[src/hdl/skv_ram.sv]
// generic single-port-write, single-port-read ram with registered read
module skv_ram #(
   parameter int WIDTH = 8,
   parameter int DEPTH = 32
) (
   input  logic                     clock,
   input  logic                     wr_en,
   input  logic [$clog2(DEPTH)-1:0] wr_addr,
   input  logic [WIDTH-1:0]         wr_data,
   input  logic [$clog2(DEPTH)-1:0] rd_addr,
   output logic [WIDTH-1:0]         rd_data
);

   logic [WIDTH-1:0] mem_ff [DEPTH];

   // write port and registered read
   always_ff @(posedge clock) begin
      if (wr_en) begin
         mem_ff[wr_addr] <= wr_data;
      end
      rd_data <= mem_ff[rd_addr];
   end

endmodule

[config.mk]
export PLATFORM = sky130hd
export DESIGN_NAME = skv_ram
export DESIGN_NICKNAME = d
export VERILOG_FILES = /design/src/hdl/skv_ram.sv
export SDC_FILE = /design/constraint.sdc
export NUM_CORES = 1
export LEC_CHECK = 0
export CAP_MARGIN = 20
export CELL_PAD_IN_SITES_DETAIL_PLACEMENT = 1
export CELL_PAD_IN_SITES_GLOBAL_PLACEMENT = 2
export CORE_ASPECT_RATIO = 0.5
export CORE_MARGIN = 2
export CORE_UTILIZATION = 45
export DETAILED_ROUTE_END_ITERATION = 8
export DONT_BUFFER_PORTS = 1
export PLACE_DENSITY = 0.8
export SYNTH_ARGS = -nofsm -noshare
export SYNTH_HDL_FRONTEND = slang
export SYNTH_SLANG_ARGS = --single-unit
[constraint.sdc]
create_clock -name clock -period 3 [get_ports clock]
set_clock_uncertainty 0.05 [all_clocks]
set_input_delay 0.6 -clock clock [delete_from_list [all_inputs] [get_ports clock]]
set_output_delay 0.6 -clock clock [all_outputs]
set_load 0.05 [all_outputs]
## After elaboration in Yosys (flattened, before gate mapping)

Memories as Yosys holds them, arrays and structs flattened. A register that Yosys moved wholly into a read port is not among the register bits.
Cells that the tools add are included.

- Register bits after elaboration: 0
- Memory bits (writable): 256
- Input port bits: 20
- Output and inout bits: 8
- Logic and storage cells: 3
- Memories: 1

Memories:

| memory | words | width | read ports | clocked after Yosys merged registers in | write ports | line | RTL |
|---|---|---|---|---|---|---|---|
| mem_ff | 32 | 8 | 1 | 1 | 1 | 14 | `logic [WIDTH-1:0] mem_ff [DEPTH];` |

- Multiplexer cells: 2

Operators with widths:

| kind | number |
|---|---|
| $mux 1 | 2 |

## Longest topological paths before layout

Gate-level depths: netlist of the first run.

- Word-level depth: 2
- Mapped depth: 5
- Depth with buffers taken out: 3

## Worst setup path before layout of the first run

No wires, ideal clock.

- Path type: input -> register
- Start point: in rd_addr[2]
- End point: reg rd_data[0], read port of mem_ff
- Library setup time: 0.121 ns
- Arrival time: 2.282 ns
- Required time: 2.829 ns
- Slack: 0.548 ns
- Stages: 5
- Path buffers: 2
- Path through: clkbuf_1 -> clkbuf_1 -> mux4_2 -> mux4_2 -> mux2_2

RTL lines:

| what | line | RTL |
|---|---|---|
| start, declared | 10 | `input logic [$clog2(DEPTH)-1:0] rd_addr,` |
| end, declared | 11 | `output logic [WIDTH-1:0] rd_data` |

==> results of run 1 <==
==> worst paths after layout <==
kind	start	endpoint	slack [ns]
max	mem_ff[28][0]$_DFFE_PP_	rd_data[0]$_DFF_P_	1.14
min	wr_data[2]	mem_ff[11][2]$_DFFE_PP_	0.13
max reg2reg	mem_ff[28][0]$_DFFE_PP_	rd_data[0]$_DFF_P_	1.14
min reg2reg	mem_ff[12][5]$_DFFE_PP_	rd_data[5]$_DFF_P_	0.89
==> stage by stage <==
stage	total power, mW	std cells	util	setup slack [ns]	hold slack, ns
floorplan	4.46	417	-	0.548	0.649
global placement	4.48	723	0.483	0.740	0.651
detailed placement	4.49	723	0.483	0.700	0.650
CTS	7.43	767	0.518	1.12	0.107
global route	7.54	767	0.518	1.11	0.109
finish	7.35	767	0.518	1.14	0.129
==> layout make-up <==
type,instances,area [um2]
clock buffers,34,689
clock inverters,10,72.6
fillers,1920,10500
multi-input cells,133,2100
flip-flops and latches,264,7850
well taps,300,375
repair buffers,26,195
==> metal layers <==
metal	global-route usage	part of all wire	vias to the layer above	wire length, um
met2	0.296	0.46	181	9930
met4	0.0685	0.035	0	755
met5	0	0	-	0
li1	-	-	1837	-
met1	0.267	0.43	2392	9320
met3	0.0387	0.067	47	1440
==> cells by family after synthesis <==
logic type,Yosys count,share of synthesized area
buffers and inverters,20,0.0106
flip-flops,264,0.781
AND/OR/NAND/NOR,45,0.0207
multiplexers,88,0.188
==> cells in the mapped netlist <==
cell      number
mux4_2        80
nor2_1        33
buf_4          6
nand3_1        2
buf_6          1
mux2_2         8
dfxtp_1        8
buf_1          6
or3_1          1
nand3b_1       5
edfxtp_1     256
or3b_2         3
nand2_1        1
buf_2          1
clkbuf_1       6
==> worst register-to-register path, stage by stage (launching register included) <==
cell	delay, ns
edfxtp_1	0.38
mux4_2	0.54
mux4_2	0.50
mux2_2	0.29
==> report_power, final <==
part	switching, mW	internal [mW]	total (mW)
logic	0.0865	0.145	0.232
registers	0.0772	4.10	4.18
clock network	1.26	1.69	2.95
total	1.42	5.93	7.35
==> sequential cells by signal, summed over array words and instances, names as in the netlist <==
signal	count
mem_ff	256
rd_data	8
==> results.cfg, run 1 <==
[outcome]
status = finished, final reports clean

[sta]
rsz0062_at_grt = no
finalSetupViolCount = 0
drv_slew = 0
period_share = 0.621
hold_viol_final = 0
max_freq_ghz = 0.537
tns_ns = 0
slew_headroom = 0.512
fin_crit_ns = 1.86
tightestPinTransition_ns = 0.730

[drt]
routed_via_density = 5.81
drt-initial-drc-count = 489
drc = 0
first_pass_iters = 5
wl_mm = 21.4
dr_total_vias = 4457
wl_per_cell_um = 28.0
detail-route-antenna-nets = 0

[clocking]
clock_sinks = 264
cts_tree = built
htreeDepth = 1
cts_resized = 0
numCtsBuffers = 24
worstSkewPairLatency_ns = 0.52
root_buffer = clkbuf_16
hold_buffers = 0
clk_pin_slew_worst_paths_ns = 0.06
cts.path.max_buffers = 3
cts_setup_buffers = 0

[synth]
synth_area_um2 = 10100
ys_seq_area_frac = 0.781
synth_area_leader_cell = edfxtp_1
syn_area_per_cell_um2 = 24.1
yosysUniqueCellTypes = 15
ys_seq_elements = 264
yosys.area.top_type_share = 0.765
synth.area.top_cells = edfxtp_1, mux4_2, dfxtp_1, nor2_1, mux2_2
syn_inst = 417
ys.warnings.count = 0
syn-num-nets = 437

[floorplan]
num_rows = 38
dieArea_um2 = 23600
die_w_um = 215
die_h_um = 110
ioPinCount = 28
start_util = 0.462
coreArea_um2 = 21800

[power_and_ir_drop]
vdd_drop_max_mv = 0.363
p_leak_nw = 3.48
power_density_nw_per_um2 = 652

[global_routing]
grt-ovfl-total = 0
grt_pass1_vias = 4603
antenna_found_initial = 0
track_usage = 0.188
grt_start_max_net_pins = 65
grt_pass1_wl_mm = 31.6

[setup_path]
critPathLaunchType = flip-flop
arrival_ns = 2.22
path_depth = 3
end_kind = flip-flop
crit_path_frequent_cell = mux4_2
cp.required_ns = 3.35
crit_chain = mux4_2, mux4_2, mux2_2
cp_slowest_cell = mux4_2
slowest_delay_ns = 0.54
criticalPathCategory = flip-flop to flip-flop
r2r_cells = 3
crit_family = multiplexers
crit_fanout = 1
critPathBufInv = 0

[cells_and_area]
most-common-layout-cells = edfxtp_1, mux4_2, nor2_1
final_area_um2 = 11300
area_growth_syn_to_layout_pct = 12.2
layout-drive-gt1-share = 0.321
finalNetCount = 469
diodes = 0
final_common_cell = edfxtp_1

[place]
place.gp.congestion = 0.737
dp_hpwl_mm = 13.2
placed_area_um2 = 10500
port_buffers = 0

[worst_hold_path]
min_path_cells = 0
hold_path.class = primary input to flip-flop

[job]
drv_cap = 0
No activity file was read; power rests on OpenSTA's default activity.
==> run 2: changes to the inputs <==
--- a/config.mk
+++ b/config.mk
@@ -13,7 +13,7 @@
 export CORE_UTILIZATION = 45
 export DETAILED_ROUTE_END_ITERATION = 8
 export DONT_BUFFER_PORTS = 1
-export PLACE_DENSITY = 0.8
+export PLACE_DENSITY = 0.83
 export SYNTH_ARGS = -nofsm -noshare
 export SYNTH_HDL_FRONTEND = slang
 export SYNTH_SLANG_ARGS = --single-unit
==> constraint.sdc (replaced) <==
create_clock -name clock -period 1.5 [get_ports clock]
set_clock_uncertainty 0.05 [all_clocks]
set_input_delay 0.3 -clock clock [delete_from_list [all_inputs] [get_ports clock]]
set_output_delay 0.3 -clock clock [all_outputs]
set_load 0.05 [all_outputs]
==> run 2 against run 1 <==
  * The run now ends with negative hold slack, negative setup slack left
  * Global-route usage is 1.1 points higher
  * Power up 97%
  * Clock power grew 84%
  * Flip-flop and latch count unchanged
  * Worst hold slack worse by 0.22 ns
  * Non-clock buffer count grew 19
  * Critical path depth unchanged
  * Sequential power is 98% higher
  * Final cell count rose by 2.1%
  * Fmax shrank 1.2%
  * Critical path type unchanged
  * Critical endpoint is now rd_data[5]$_DFF_P_
==> results.cfg, run 2 (synthesis gave the netlist of run 1 again) <==
[outcome]
status = complete, but fails checks
violations = negative hold slack, negative setup slack

[global_routing]
grt_start_max_net_pins = 65
track_usage = 0.200
grt_pass1_wl_mm = 33.3
grt-ovfl-total = 0
antenna_found_initial = 0
grt_pass1_vias = 4779

[place]
dp_hpwl_mm = 13.9
dp_cells = 734
place.gp.congestion = 0.757
dp_slack_ns = -0.377
port_buffers = 0

[sta]
max_freq_ghz = 0.530
finalSetupViolCount = 8
hold_viol_final = 8
rsz0062_at_grt = yes
slew_headroom = 0.749
drv_slew = 0
hold_ws_ns = -0.0918
setup_ws_ns = -0.386
period_share = 1.26
fin_crit_ns = 1.89
tightestPinTransition_ns = 0.377

[setup_path]
timing.rr.start = mem_ff[12][5]$_DFFE_PP_
criticalPathCategory = flip-flop to flip-flop
cp.required_ns = 1.85
worst_r2r_endpoint = rd_data[5]$_DFF_P_
end_kind = flip-flop
r2r_cells = 3
critPathLaunchType = flip-flop
arrival_ns = 2.23
rrSetupSlack_ns = -0.39
crit_fanout = 1

[drt]
routed_via_density = 5.71
dr_total_vias = 4472
drt-initial-drc-count = 526
wl_mm = 22.7
detail-route-antenna-nets = 0
drc = 0
wl_per_cell_um = 29.0
first_pass_iters = 5

[clocking]
cts.path.max_buffers = 3
cts_tree = built
cts_setup_buffers = 0
worstSkewPairLatency_ns = 0.52
root_buffer = clkbuf_16
clock_sinks = 264
htreeDepth = 1
numCtsBuffers = 23
clk_pin_slew_worst_paths_ns = 0.07
hold_buffers = 8

[power_and_ir_drop]
p_leak_nw = 3.64
power_density_nw_per_um2 = 1240
power_mw = 14.5
vdd_drop_max_mv = 0.801

[floorplan]
coreArea_um2 = 21800
num_rows = 38
die_h_um = 110
ioPinCount = 28
start_util = 0.462
dieArea_um2 = 23600
die_w_um = 215

[cells_and_area]
finalNetCount = 487
final_common_cell = edfxtp_1
area_growth_syn_to_layout_pct = 16.4
diodes = 0
most-common-layout-cells = edfxtp_1, mux4_2, buf_4
largestRegisters = mem_ff x256, rd_data x8
fin_cells = 783
largest_reg_flops = 256
layout-drive-gt1-share = 0.391
largest_register = mem_ff

[worst_hold_path]
hold_path.class = primary input to flip-flop
min_from = rd_addr[3]
min_path_cells = 1
hold-path-endpoint = rd_data[5]$_DFF_P_

[job]
drv_cap = 0
[run 2: layer usage]
metal,share of wire,wire (um),global-route usage,vias up
met5,0,0,0,-
met4,0.022,498,0.0488,0
met3,0.070,1580,0.0368,31
met2,0.51,11500,0.346,184
met1,0.40,9080,0.268,2374
li1,-,-,-,1883
[run 2: per-stage QoR]
step | TNS (ns) | utilization | instance area [um2]
3_3_place_gp | -7.00 | 0.498 | 10800
5_1_grt | -3.14 | 0.538 | 11700
2_1_floorplan | -4.61 | - | 10300
6_report | -2.94 | 0.538 | 11700
4_1_cts | -3.06 | 0.537 | 11700
3_5_place_dp | -8.48 | 0.498 | 10800
[run 2: how the worst max path moves through the flow]
stage	from	to	slack (ns)	cells after the start
floorplan	rd_addr[0]	rd_data[0]$_DFF_P_	-0.45	5
global placement	mem_ff[31][0]$_DFFE_PP_	rd_data[0]$_DFF_P_	-0.35	3
detailed placement	mem_ff[12][5]$_DFFE_PP_	rd_data[5]$_DFF_P_	-0.38	3
CTS	mem_ff[8][5]$_DFFE_PP_	rd_data[5]$_DFF_P_	-0.39	3
global route	mem_ff[17][0]$_DFFE_PP_	rd_data[0]$_DFF_P_	-0.42	3
finish	mem_ff[12][5]$_DFFE_PP_	rd_data[5]$_DFF_P_	-0.39	3
[run 2: area by class of cell]
cell class	count	area [um2]
Sequential cell	264	7850
Clock buffer	32	629
Tap cell	300	375
Clock inverter	9	43.8
Fill cell	1896	10100
Timing Repair Buffer	45	576
Multi-Input combinational cell	133	2230
[run 2: repair_timing]
item                       4_1_cts  5_1_grt
setup endpoints to repair       11        9
gates resized for setup          8        2
hold endpoints to repair       264        8
[run 2: critical path, cell delays in order, from the launching register on]
cell      delay (ns)
edfxtp_1        0.38
mux4_2          0.53
mux4_2          0.53
mux2_4          0.28
[run 2: report_power, final]
part	internal, mW	switching [mW]
logic	0.389	0.388
clock network	2.93	2.50
registers	8.20	0.0873
==> run 3: changes to the inputs <==
--- a/config.mk
+++ b/config.mk
@@ -5,6 +5,7 @@
 export SDC_FILE = /design/constraint.sdc
 export NUM_CORES = 1
 export LEC_CHECK = 0
+export BUFFER_PORTS_ARGS = -buffer_cell sky130_fd_sc_hd__buf_2
 export CAP_MARGIN = 20
 export CELL_PAD_IN_SITES_DETAIL_PLACEMENT = 1
 export CELL_PAD_IN_SITES_GLOBAL_PLACEMENT = 2
@@ -12,8 +13,7 @@
 export CORE_MARGIN = 2
 export CORE_UTILIZATION = 45
 export DETAILED_ROUTE_END_ITERATION = 8
-export DONT_BUFFER_PORTS = 1
-export PLACE_DENSITY = 0.83
+export PLACE_DENSITY = 0.84
 export SYNTH_ARGS = -nofsm -noshare
 export SYNTH_HDL_FRONTEND = slang
 export SYNTH_SLANG_ARGS = --single-unit
==> run 3 against run 2 <==
  * The run ends with negative setup slack left
  * Register-to-register slack worse by 0.06 ns
  * Die area unchanged
  * Sequential share of layout area down 1.7 points
  * Power up 7.7%
  * Global-route usage up 0.89 points
  * Clock power up 17%
==> results.cfg, run 3 (synthesis gave the netlist of run 1 again) <==
[outcome]
status = complete, but fails checks
violations = negative setup slack

[global_routing]
grt-ovfl-total = 0
antenna_found_initial = 1
grt_pass1_wl_mm = 34.9
grt_start_max_net_pins = 39
track_usage = 0.209
grt_pass1_vias = 5063

[power_and_ir_drop]
p_sw_mw = 3.25
swShare = 0.208
vdd_drop_max_mv = 0.675
p_comb_frac = 0.065
power_frac_seq = 0.528
power_density_nw_per_um2 = 1300
power_mw = 15.6
p_clk_frac = 0.407
p_leak_nw = 3.82
power.internal_mw = 12.4

[job]
drv_cap = 0

[sta]
finalSetupViolCount = 8
drv_slew = 0
rsz0062_at_grt = yes
fin_crit_ns = 1.95
max_freq_ghz = 0.514
hold_viol_final = 0
tns_ns = -3.13
tightestPinTransition_ns = 0.633
period_share = 1.30
setup_ws_ns = -0.445
slew_headroom = 0.578

[setup_path]
critPathLaunchType = flip-flop
arrival_ns = 2.30
critPathBufInv = 0
crit_fanout = 1
cp_slowest_cell = mux4_2
criticalPathCategory = flip-flop to flip-flop
end_kind = flip-flop
crit_chain = mux4_2, mux4_2, mux2_4
slowest_delay_ns = 0.56
crit_path_frequent_cell = mux4_2
crit_family = multiplexers
cp.required_ns = 1.86

[clocking]
cts_tree = built
hold_buffers = 0
worstSkewPairLatency_ns = 0.52
numCtsBuffers = 24
cts.path.max_buffers = 3
htreeDepth = 1
root_buffer = clkbuf_16
clock_sinks = 264
clk_pin_slew_worst_paths_ns = 0.07

[cells_and_area]
largestRegisters = mem_ff x256, rd_data x8
register_area_um2 = 7850
final_area_um2 = 12000
largest_reg_flops = 256
fin_cells = 819
multi_input_comb_area_um2 = 2220
most-common-layout-cells = edfxtp_1, mux4_2, buf_4
final_common_cell = edfxtp_1
largest_register = mem_ff
diodes = 0
nFillCells = 1895
layout-drive-gt1-share = 0.426
finalNetCount = 521
area_growth_syn_to_layout_pct = 19.4

[place]
placed_area_um2 = 11200
dp_cells = 775
place.gp.congestion = 0.750
dp_hpwl_mm = 14.6
port_buffers = 27

[drt]
dr_total_vias = 4733
wl_mm = 23.6
detail-route-antenna-nets = 0
first_pass_iters = 5
routed_via_density = 5.78
wl_per_cell_um = 28.8
drt-initial-drc-count = 490
drc = 0

[floorplan]
num_rows = 38
die_w_um = 215
coreArea_um2 = 21800
die_h_um = 110
ioPinCount = 28
dieArea_um2 = 23600
start_util = 0.462

[worst_hold_path]
hold_path.class = primary input to flip-flop
==> run 3: cell count changes in the layout (fill, tap and decap cells not counted), moves of 4 or more <==
cell	delta
buf_4	+13
buf_2	+22
clkinv_1	+4
bufinv_16	+4
==> run 3: repair_timing <==
action                     4_1_cts  5_1_grt
pin swaps                        0        0
setup buffers                    0        0
setup endpoints to repair       12        8
resized for setup                5        3
gates cloned                     0        0
==> run 3: final timing paths <==
kind                           startpoint                       to  slack [ns]  depth (start not counted)
hold / removal                 wr_data[6]  mem_ff[20][6]$_DFFE_PP_        0.16                          2
hold reg to reg    mem_ff[4][6]$_DFFE_PP_       rd_data[6]$_DFF_P_        0.89                          3
setup reg to reg  mem_ff[31][6]$_DFFE_PP_       rd_data[6]$_DFF_P_       -0.45                          3
setup / recovery  mem_ff[31][6]$_DFFE_PP_       rd_data[6]$_DFF_P_       -0.45                          3
==> run 3: layer usage <==
metal / vias up / GRT usage / share of wire
li1: 1942 / - / -
met1: 2570 / 0.278 / 0.41
met2: 178 / 0.358 / 0.50
met3: 43 / 0.0387 / 0.065
met4: 0 / 0.0621 / 0.025
met5: - / 0 / 0
==> run 3: power groups by stage <==
stage / Clock, mW / Combinational, mW / Sequential, mW
floorplan: 0 / 0.495 / 8.49
global placement: 0 / 0.957 / 8.39
detailed placement: 0 / 0.992 / 8.40
CTS: 6.42 / 1.02 / 8.24
global route: 6.66 / 1.07 / 8.25
finish: 6.35 / 1.02 / 8.24
==> run 3: through the flow <==
step                 util  setup slack (ns)  hold WS, ns
global route        0.551            -0.474        0.174
global placement    0.513            -0.776        0.667
CTS                 0.551            -0.453        0.158
floorplan               -            -0.447        0.349
detailed placement  0.513            -0.797        0.693
finish              0.551            -0.445        0.160
==> run 3: layout make-up <==
cell class                 instances  area share
multi-input combinational        133       0.185
sequential                       264       0.654
timing repair buffer              78      0.0619
clock inverter                    15      0.0144
clock buffer                      29      0.0534
tap                              300      0.0313
==> run 3: worst reg2reg max path: stages (launching register included) <==
cell	delay [ns]
edfxtp_1	0.40
mux4_2	0.54
mux4_2	0.56
mux2_4	0.28
